--- config.mk ---
export PLATFORM = sky130hd
export DESIGN_NAME = per_pixel_linear_fade_flat
export DESIGN_NICKNAME = d
export VERILOG_FILES = /design/src/sv/ppf_pkg.sv /design/src/sv/ppf_if.sv /design/src/sv/per_pixel_linear_fade.sv /design/src/sv/ppf_ram.sv /design/src/flat_wrapper.sv
export SDC_FILE = /design/constraint.sdc
export NUM_CORES = 2
export LEC_CHECK = 0
export BUFFER_PORTS_ARGS = -buffer_cell sky130_fd_sc_hd__buf_4
export CAP_MARGIN = 20
export CORE_MARGIN = 1
export CORE_UTILIZATION = 53
export DETAILED_ROUTE_END_ITERATION = 10
export PLACE_DENSITY_LB_ADDON = 0.25
export SYNTH_ARGS = -nofsm -noshare
export SYNTH_HDL_FRONTEND = slang
export SYNTH_HIERARCHICAL = 1
export SYNTH_SLANG_ARGS = --single-unit
--- constraint.sdc ---
create_clock -name clk -period 9.4 [get_ports clk]
set_input_delay 1.41 -clock clk [delete_from_list [all_inputs] [get_ports clk]]
set_output_delay 1.41 -clock clk [all_outputs]
set_load 0.1 [all_outputs]
--- src/sv/ppf_pkg.sv ---
package ppf_pkg;

  // Block size and fade length
  localparam int PIXELS     = 64;
  localparam int FADE_STEPS = 25;

  // Field widths
  localparam int COLOR_W = 8;
  localparam int STEP_W  = 5;
  localparam int IDX_W   = 8;
  localparam int PIX_AW  = (PIXELS > 1) ? $clog2(PIXELS) : 1;

  // One stored entry: red, green, blue, step
  localparam int ENTRY_W = 3 * COLOR_W + STEP_W;

  // Divide by FADE_STEPS as multiply by a rounded-up reciprocal, then shift.
  // Exact while color * remain * error stays below 2**FADE_SHIFT.
  localparam int FADE_SHIFT = 19;
  localparam int FADE_RECIP = (2 ** FADE_SHIFT + FADE_STEPS - 1) / FADE_STEPS;
  localparam int PROD_W     = COLOR_W + STEP_W;
  localparam int RECIP_W    = $clog2(FADE_RECIP + 1);
  localparam int MUL_W      = (PROD_W > RECIP_W) ? PROD_W : RECIP_W;

  typedef logic [COLOR_W-1:0] color_t;
  typedef logic [STEP_W-1:0]  step_t;
  typedef logic [PIX_AW-1:0]  pix_t;
  typedef logic [ENTRY_W-1:0] entry_t;

  // Operation codes
  localparam logic OP_SET  = 1'b0;
  localparam logic OP_TICK = 1'b1;

  typedef enum logic [1:0] {
    CH_RED,
    CH_GREEN,
    CH_BLUE
  } chan_t;

  typedef enum logic [2:0] {
    S_IDLE,
    S_READ,
    S_LOAD,
    S_MULA,
    S_MULB,
    S_EMIT
  } state_t;

endpackage

--- src/sv/ppf_if.sv ---
// Input channel: set or tick beats
interface ppf_in_if;
  import ppf_pkg::*;
  logic             valid;
  logic             ready;
  logic             operation;
  logic [IDX_W-1:0] pixel_index;
  color_t           set_red;
  color_t           set_green;
  color_t           set_blue;

  modport source (output valid, operation, pixel_index, set_red, set_green, set_blue,
                  input ready);
  modport sink   (input valid, operation, pixel_index, set_red, set_green, set_blue,
                  output ready);
endinterface

// Result channel: one beat per pixel on a tick
interface ppf_out_if;
  import ppf_pkg::*;
  logic             valid;
  logic             ready;
  logic [IDX_W-1:0] out_index;
  color_t           out_red;
  color_t           out_green;
  color_t           out_blue;
  logic             last_pixel;

  modport source (output valid, out_index, out_red, out_green, out_blue, last_pixel,
                  input ready);
  modport sink   (input valid, out_index, out_red, out_green, out_blue, last_pixel,
                  output ready);
endinterface

--- src/sv/per_pixel_linear_fade.sv ---
// Per-pixel linear fade. A set beat (operation 0) stores one pixel's start color and
// restarts its fade; an index at or above PIXELS is dropped. A tick beat (operation 1)
// walks pixels 0 to PIXELS-1: each pixel's step advances, saturating at FADE_STEPS,
// and one result beat per pixel carries each channel as color * (FADE_STEPS - step) /
// FADE_STEPS, last_pixel marking the final one. Each pixel goes through one memory
// read, one load and step write-back, two passes of the single shared multiplier per
// channel and one emit, which waits out any output stall. The input is not ready
// during a tick or in reset, so no new beat is taken until a tick is through.
// Per-pixel valid flags make every pixel read as black with step zero after reset,
// with no clearing pass.
module per_pixel_linear_fade
  import ppf_pkg::*;
(
  input  logic   clk,
  input  logic   rst_n,
  ppf_in_if.sink    in_ch,
  ppf_out_if.source out_ch
);

  state_t              state_r, state_nxt;
  pix_t                pix_r, pix_nxt;
  chan_t               ch_r, ch_nxt;
  logic [PIXELS-1:0]   valid_r, valid_nxt;
  logic                hit_r, hit_nxt;
  color_t              red_r, red_nxt;
  color_t              green_r, green_nxt;
  color_t              blue_r, blue_nxt;
  step_t               remain_r, remain_nxt;
  logic [PROD_W-1:0]   prod_r, prod_nxt;
  color_t              out_red_r, out_red_nxt;
  color_t              out_green_r, out_green_nxt;
  color_t              out_blue_r, out_blue_nxt;

  logic                ram_we;
  pix_t                ram_waddr;
  entry_t              ram_wdata;
  entry_t              ram_rdata;

  logic                in_fire, out_fire, idx_ok, last;
  entry_t              cur;
  step_t               step_old, step_new;
  color_t              color_sel;
  logic [MUL_W-1:0]    mul_a, mul_b;
  logic [2*MUL_W-1:0]  mul_p;

  ppf_ram #(
    .WIDTH (ENTRY_W),
    .DEPTH (PIXELS)
  ) u_store (
    .clk   (clk),
    .we    (ram_we),
    .waddr (ram_waddr),
    .wdata (ram_wdata),
    .raddr (pix_r),
    .rdata (ram_rdata)
  );

  assign in_fire  = in_ch.valid && in_ch.ready;
  assign out_fire = out_ch.valid && out_ch.ready;
  assign idx_ok   = in_ch.pixel_index < IDX_W'(PIXELS);
  assign last     = pix_r == PIX_AW'(PIXELS - 1);

  // Entry never written since reset reads as zero
  assign cur      = hit_r ? ram_rdata : '0;
  assign step_old = cur[STEP_W-1:0];
  assign step_new = (step_old < STEP_W'(FADE_STEPS)) ? step_old + 1'b1
                                                     : STEP_W'(FADE_STEPS);

  // Pick the channel fed to the shared multiplier
  always_comb begin
    case (ch_r)
      CH_RED:   color_sel = red_r;
      CH_GREEN: color_sel = green_r;
      CH_BLUE:  color_sel = blue_r;
      default:  color_sel = '0;
    endcase
  end

  // Shared multiplier: color * remain, then product * reciprocal
  always_comb begin
    if (state_r == S_MULA) begin
      mul_a = MUL_W'(color_sel);
      mul_b = MUL_W'(remain_r);
    end else begin
      mul_a = MUL_W'(prod_r);
      mul_b = MUL_W'(FADE_RECIP);
    end
  end
  assign mul_p = mul_a * mul_b;

  // Next state
  always_comb begin
    state_nxt = state_r;
    case (state_r)
      S_IDLE: if (in_fire && in_ch.operation == OP_TICK) state_nxt = S_READ;
      S_READ: state_nxt = S_LOAD;
      S_LOAD: state_nxt = S_MULA;
      S_MULA: state_nxt = S_MULB;
      S_MULB: state_nxt = (ch_r == CH_BLUE) ? S_EMIT : S_MULA;
      S_EMIT: if (out_fire) state_nxt = last ? S_IDLE : S_READ;
      default: state_nxt = S_IDLE;
    endcase
  end

  // Handshakes and store writes
  always_comb begin
    in_ch.ready  = rst_n && (state_r == S_IDLE);
    out_ch.valid = state_r == S_EMIT;
    ram_we       = 1'b0;
    ram_waddr    = pix_r;
    ram_wdata    = {cur[ENTRY_W-1:STEP_W], step_new};
    case (state_r)
      S_IDLE: begin
        ram_we    = in_fire && in_ch.operation == OP_SET && idx_ok;
        ram_waddr = in_ch.pixel_index[PIX_AW-1:0];
        ram_wdata = {in_ch.set_red, in_ch.set_green, in_ch.set_blue, STEP_W'(0)};
      end
      S_LOAD:  ram_we = 1'b1;
      default: ram_we = 1'b0;
    endcase
  end

  // Datapath
  always_comb begin
    pix_nxt       = pix_r;
    ch_nxt        = ch_r;
    valid_nxt     = valid_r;
    hit_nxt       = hit_r;
    red_nxt       = red_r;
    green_nxt     = green_r;
    blue_nxt      = blue_r;
    remain_nxt    = remain_r;
    prod_nxt      = prod_r;
    out_red_nxt   = out_red_r;
    out_green_nxt = out_green_r;
    out_blue_nxt  = out_blue_r;
    case (state_r)
      S_IDLE: begin
        if (in_fire && in_ch.operation == OP_SET && idx_ok) begin
          valid_nxt[in_ch.pixel_index[PIX_AW-1:0]] = 1'b1;
        end
        if (in_fire && in_ch.operation == OP_TICK) begin
          pix_nxt = '0;
        end
      end
      S_READ: hit_nxt = valid_r[pix_r];
      S_LOAD: begin
        red_nxt        = cur[STEP_W+3*COLOR_W-1:STEP_W+2*COLOR_W];
        green_nxt      = cur[STEP_W+2*COLOR_W-1:STEP_W+COLOR_W];
        blue_nxt       = cur[STEP_W+COLOR_W-1:STEP_W];
        remain_nxt     = STEP_W'(FADE_STEPS) - step_new;
        valid_nxt[pix_r] = 1'b1;
        ch_nxt         = CH_RED;
      end
      S_MULA: prod_nxt = mul_p[PROD_W-1:0];
      S_MULB: begin
        case (ch_r)
          CH_RED: begin
            out_red_nxt = mul_p[FADE_SHIFT+COLOR_W-1:FADE_SHIFT];
            ch_nxt      = CH_GREEN;
          end
          CH_GREEN: begin
            out_green_nxt = mul_p[FADE_SHIFT+COLOR_W-1:FADE_SHIFT];
            ch_nxt        = CH_BLUE;
          end
          default: out_blue_nxt = mul_p[FADE_SHIFT+COLOR_W-1:FADE_SHIFT];
        endcase
      end
      S_EMIT: if (out_fire && !last) pix_nxt = pix_r + 1'b1;
      default: pix_nxt = pix_r;
    endcase
  end

  always_ff @(posedge clk) begin
    if (!rst_n) begin
      state_r <= S_IDLE;
      pix_r   <= '0;
      ch_r    <= CH_RED;
      valid_r <= '0;
      hit_r   <= 1'b0;
    end else begin
      state_r <= state_nxt;
      pix_r   <= pix_nxt;
      ch_r    <= ch_nxt;
      valid_r <= valid_nxt;
      hit_r   <= hit_nxt;
    end
    red_r       <= red_nxt;
    green_r     <= green_nxt;
    blue_r      <= blue_nxt;
    remain_r    <= remain_nxt;
    prod_r      <= prod_nxt;
    out_red_r   <= out_red_nxt;
    out_green_r <= out_green_nxt;
    out_blue_r  <= out_blue_nxt;
  end

  // Drive the result beat
  assign out_ch.out_index  = IDX_W'(pix_r);
  assign out_ch.out_red    = out_red_r;
  assign out_ch.out_green  = out_green_r;
  assign out_ch.out_blue   = out_blue_r;
  assign out_ch.last_pixel = last;

  // A tick starts its walk at pixel zero
  a_tick_start: assert property (@(posedge clk) disable iff (!rst_n)
    in_fire && in_ch.operation == OP_TICK |=> state_r == S_READ && pix_r == '0)
    else $error("tick did not start at pixel zero");

  // The final beat of a tick returns the block to idle
  a_tick_end: assert property (@(posedge clk) disable iff (!rst_n)
    out_fire && out_ch.last_pixel |=> state_r == S_IDLE)
    else $error("block not idle after last pixel");

  // A loaded pixel is marked written
  a_load_valid: assert property (@(posedge clk) disable iff (!rst_n)
    state_r == S_LOAD |=> valid_r[$past(pix_r)])
    else $error("loaded pixel not marked valid");

  // The remaining fade never exceeds the fade length
  a_remain: assert property (@(posedge clk) disable iff (!rst_n)
    state_r == S_MULA |-> remain_r < STEP_W'(FADE_STEPS))
    else $error("remaining fade out of range");

  // Results only follow the blue channel pass
  a_emit_entry: assert property (@(posedge clk) disable iff (!rst_n)
    $rose(out_ch.valid) |-> $past(state_r) == S_MULB && $past(ch_r) == CH_BLUE)
    else $error("result shown before all channels done");

endmodule

--- src/sv/ppf_ram.sv ---
module ppf_ram #(
  parameter int WIDTH = 8,
  parameter int DEPTH = 64,
  localparam int AW   = (DEPTH > 1) ? $clog2(DEPTH) : 1
) (
  input  logic             clk,
  input  logic             we,
  input  logic [AW-1:0]    waddr,
  input  logic [WIDTH-1:0] wdata,
  input  logic [AW-1:0]    raddr,
  output logic [WIDTH-1:0] rdata
);

  logic [WIDTH-1:0] mem [DEPTH];

  // Write one entry, register the read
  always_ff @(posedge clk) begin
    if (we) begin
      mem[waddr] <= wdata;
    end
    rdata <= mem[raddr];
  end

endmodule
--- src/flat_wrapper.sv ---
// flat-port wrapper written by rule: the top's interface ports become plain ports
module per_pixel_linear_fade_flat import ppf_pkg::*;
  (clk, rst_n, in_ch_valid, in_ch_operation, in_ch_pixel_index, in_ch_set_red, in_ch_set_green, in_ch_set_blue, in_ch_ready, out_ch_valid, out_ch_out_index, out_ch_out_red, out_ch_out_green, out_ch_out_blue, out_ch_last_pixel, out_ch_ready);
  ppf_in_if in_ch_i ();
  ppf_out_if out_ch_i ();
  input  logic clk;
  input  logic rst_n;
  input wire logic [$bits(in_ch_i.valid)-1:0] in_ch_valid;
  input wire logic [$bits(in_ch_i.operation)-1:0] in_ch_operation;
  input wire logic [$bits(in_ch_i.pixel_index)-1:0] in_ch_pixel_index;
  input wire logic [$bits(in_ch_i.set_red)-1:0] in_ch_set_red;
  input wire logic [$bits(in_ch_i.set_green)-1:0] in_ch_set_green;
  input wire logic [$bits(in_ch_i.set_blue)-1:0] in_ch_set_blue;
  output wire logic [$bits(in_ch_i.ready)-1:0] in_ch_ready;
  output wire logic [$bits(out_ch_i.valid)-1:0] out_ch_valid;
  output wire logic [$bits(out_ch_i.out_index)-1:0] out_ch_out_index;
  output wire logic [$bits(out_ch_i.out_red)-1:0] out_ch_out_red;
  output wire logic [$bits(out_ch_i.out_green)-1:0] out_ch_out_green;
  output wire logic [$bits(out_ch_i.out_blue)-1:0] out_ch_out_blue;
  output wire logic [$bits(out_ch_i.last_pixel)-1:0] out_ch_last_pixel;
  input wire logic [$bits(out_ch_i.ready)-1:0] out_ch_ready;
  assign in_ch_i.valid = in_ch_valid;
  assign in_ch_i.operation = in_ch_operation;
  assign in_ch_i.pixel_index = in_ch_pixel_index;
  assign in_ch_i.set_red = in_ch_set_red;
  assign in_ch_i.set_green = in_ch_set_green;
  assign in_ch_i.set_blue = in_ch_set_blue;
  assign in_ch_ready = in_ch_i.ready;
  assign out_ch_valid = out_ch_i.valid;
  assign out_ch_out_index = out_ch_i.out_index;
  assign out_ch_out_red = out_ch_i.out_red;
  assign out_ch_out_green = out_ch_i.out_green;
  assign out_ch_out_blue = out_ch_i.out_blue;
  assign out_ch_last_pixel = out_ch_i.last_pixel;
  assign out_ch_i.ready = out_ch_ready;
  per_pixel_linear_fade u_core (.clk(clk), .rst_n(rst_n), .in_ch(in_ch_i), .out_ch(out_ch_i));
endmodule
==> flow_summary.ini <==
[run_status]
outcome = finished, final reports clean

[grt]
antenna_found_initial = 7
grt.total_usage_pct = 26.1
grt_first_pass_wirelength_mm = 304
grt_overflow = 0
grt_max_degree = 116
grt_pass1_vias = 43900

[yosys]
synth.top_cell.area_share_pct = 68.4
synth_edf_count = 1922
syn_area_sq_mm = 0.0844
avgSynthCellArea_sq_um = 18.2
yosys_warnings = 6
ys_types = 74
ys_ff_latch = 2027
synth-seq-area-share_pct = 70.9
synth_cells = 4632
synthArstFlopShare_pct = 0
synth_ff_type = edfxtp_1
synth_top_area_cell = edfxtp_1
ys_top_cells_by_area = edfxtp_1 (68%), mux4_2 (7.8%), mux2i_1 (4.6%)

[sta]
period_minus_slack_ns = 6.86
period_share_pct = 73.0
max_slew.worst_pin.slew_ns = 1.34
drv_slew = 0
fmax_mhz = 146
skew_ns = 0.0745
rsz0062_at_grt = no
setup_viol_count_final = 0
slew_headroom_pct = 9.39
hold_violations = 0
finalSetupTns_ns = 0
fin_ws_ns = 2.54

[cells_and_area]
filler_cell_count = 11400
layout-drive-gt1-share_pct = 19.6
fin_nets = 5000
area.growth.synth_to_final_pct = 11.7
fin_area_sq_mm = 0.0942

[routing]
final_antenna_net_count = 0
viasPerCell = 6.32
first_pass_iters = 7
routed-via-count = 44400
routedWlPerCell_um = 29.8
drc = 0
drtIter0Drc = 4463
drt-total-wl_mm = 209

[worst_setup_path]
arrival_ns = 7.38
crit_required_ns = 9.91
path_max_fanout = 28
endpoint_kind = register
path_class = register to register
critPathLaunchType = register

[clock_tree]
insertion_delay_ns = 0.87
cts_tree = built
cts_max_path_buffers = 3
cts_num_sinks = 2027
hold_buffers = 0
cts_resized = 0
clk_pin_slew_ns = 0.07
cts_made_buffers = 199
cts_max_level = 4
cts_setup_buffers = 0
clockRootBuffer = clkbuf_16

[pwr]
p_leak_nw = 29.8
max-vdd-ir-drop_v = 0.000226
power_density_mw_per_mm2 = 205

[job]
maxCapViolCount = 0

[place]
place_area_sq_mm = 0.0874
portBuffers = 69
dp_hpwl_mm = 124
place_ws_ns = 2.57
routabilityCongestion = 0.899

[die]
start_util_pct = 53.3
coreArea_sq_mm = 0.158
fp-row-count = 146
io_pins = 72
die_y_um = 401
die_w_um = 401
die_area_sq_mm = 0.161

[worst_hold_path]
hp-class = register to register
-- power by group --
part           internal [W]  switching [W]  total [W]  leakage, nW
Clock               0.00429        0.00342    0.00771         3.03
Combinational      0.000445        0.00100    0.00145         8.19
Sequential           0.0101      0.0000184     0.0101         18.6
-- kinds of logic after synthesis --
group	Yosys count	share of synthesized area [%]
other	2	0.00890
and+or+nand+nor	532	3.31
adders and majority gates	182	3.48
muxes	780	13.9
AOI/OAI and AO/OA	650	5.39
DFF	2027	70.9
xor gates and xnor gates	24	0.249
buffers and inverters	435	2.73
-- area by class of cell --
type / count / area, sq um / share of cell area (%)
clock buffer: 251 / 5180 / 5.50
antenna: 3 / 7.51 / 0.00797
tap: 2072 / 2590 / 2.75
timing repair buffer: 193 / 1940 / 2.06
multi-input combinational: 2185 / 22800 / 24.2
inverter: 175 / 658 / 0.699
clock inverter: 111 / 1130 / 1.20
sequential: 2027 / 59800 / 63.5
-- metal layers --
metal / vias to the layer above / global-route usage, % / part of all wire [%]
li1: 18800 / - / -
met1: 23300 / 36.9 / 41
met2: 2007 / 40.6 / 47
met3: 336 / 4.94 / 8.6
met4: 2 / 9.87 / 3.8
met5: - / 0 / 0.0062
-- worst paths after layout --
path	depth (start not counted)	end	from	slack, ns
worst max-delay path	21	u_core/out_ch.out_green[7]	u_core/state_r[0]	2.54
worst max register to register	21	u_core/out_ch.out_green[7]	u_core/state_r[0]	2.54
worst min-delay path	1	u_core/valid_r[51]	u_core/valid_r[51]	0.46
worst min register to register	1	u_core/valid_r[51]	u_core/valid_r[51]	0.46
-- cells in the mapped netlist (59+ instances only) --
master and count:
and2_1 59, mux2i_1 391, nand2_1 68, fa_1 88, nor2_1 203, clkbuf_1 97
edfxtp_1 1922, inv_1 174, ha_1 94, buf_2 70, dfxtp_1 105, a22oi_1 222
mux4_2 294, mux2_2 86, a21oi_1 102, o21a_1 65
-- stage by stage --
step	instances	util, %	power, W	hold slack, ns
detailed placement	6631	55.2	0.0118	0.452
global placement	6621	55.1	0.0117	0.443
CTS	6993	59.2	0.0194	0.465
floorplan	4647	-	0.0113	0.435
finish	7017	59.5	0.0193	0.463
global route	7014	59.5	0.0199	0.479
-- sequential cells by signal, indices dropped and copies added (netlist names) --
name	count
u_core/state_r	3
u_core/out_ch.out_red	8
u_core/hit_r	1
u_core/pix_r	6
u_core/remain_r	5
u_core/out_ch.out_green	8
u_core/prod_r	13
u_core/u_store/mem	1856
u_core/ch_r	2
u_core/red_r	8
u_core/u_store/rdata	29
u_core/valid_r	64
u_core/green_r	8
u_core/blue_r	8
u_core/out_ch.out_blue	8
-- worst max-delay path, stage by stage, from the launching register on --
cell and delay (ns):
dfxtp_1 0.59, nand3_1 0.14, buf_4 0.24, inv_1 0.59, nand2_1 0.23, nor2b_1 0.28, nand2_1 0.11, fa_1 0.47
fa_1 0.44, fa_1 0.55, inv_1 0.05, fa_1 0.47, inv_1 0.05, fa_1 0.52, inv_1 0.04, ha_1 0.37
a21oi_1 0.22, o22ai_1 0.10, a311oi_1 0.26, o211ai_1 0.26, a221oi_1 0.41, xnor2_1 0.16
-- cells in the final DEF (no fill, tap or decap), types with 12 or more instances in the layout --
cell / synthesis / layout
nand3_1: 37 / 37
inv_1: 174 / 174
clkbuf_1: 97 / 51
edfxtp_1: 1922 / 1922
buf_12: 7 / 26
o211a_1: 20 / 20
bufinv_16: 0 / 13
o211ai_1: 30 / 30
o22ai_1: 47 / 47
nor3_2: 23 / 26
mux2_2: 86 / 86
a22oi_1: 222 / 222
mux4_2: 294 / 294
a211oi_1: 23 / 23
a22o_1: 15 / 15
fa_1: 88 / 88
a21oi_1: 102 / 102
o21ai_0: 47 / 46
nor2b_1: 41 / 37
nor3_1: 27 / 24
xnor2_1: 17 / 17
nor2_4: 0 / 65
a31oi_1: 29 / 29
clkbuf_16: 0 / 199
mux2i_1: 391 / 391
dfxtp_1: 105 / 99
and2_1: 59 / 58
nand3b_1: 12 / 12
clkinv_1: 0 / 45
buf_4: 44 / 158
ha_1: 94 / 94
clkinv_2: 1 / 24
conb_1: 2 / 17
o21a_1: 65 / 65
nand2_1: 68 / 68
nor2_1: 203 / 134
Power figures use the tool's default switching activity.
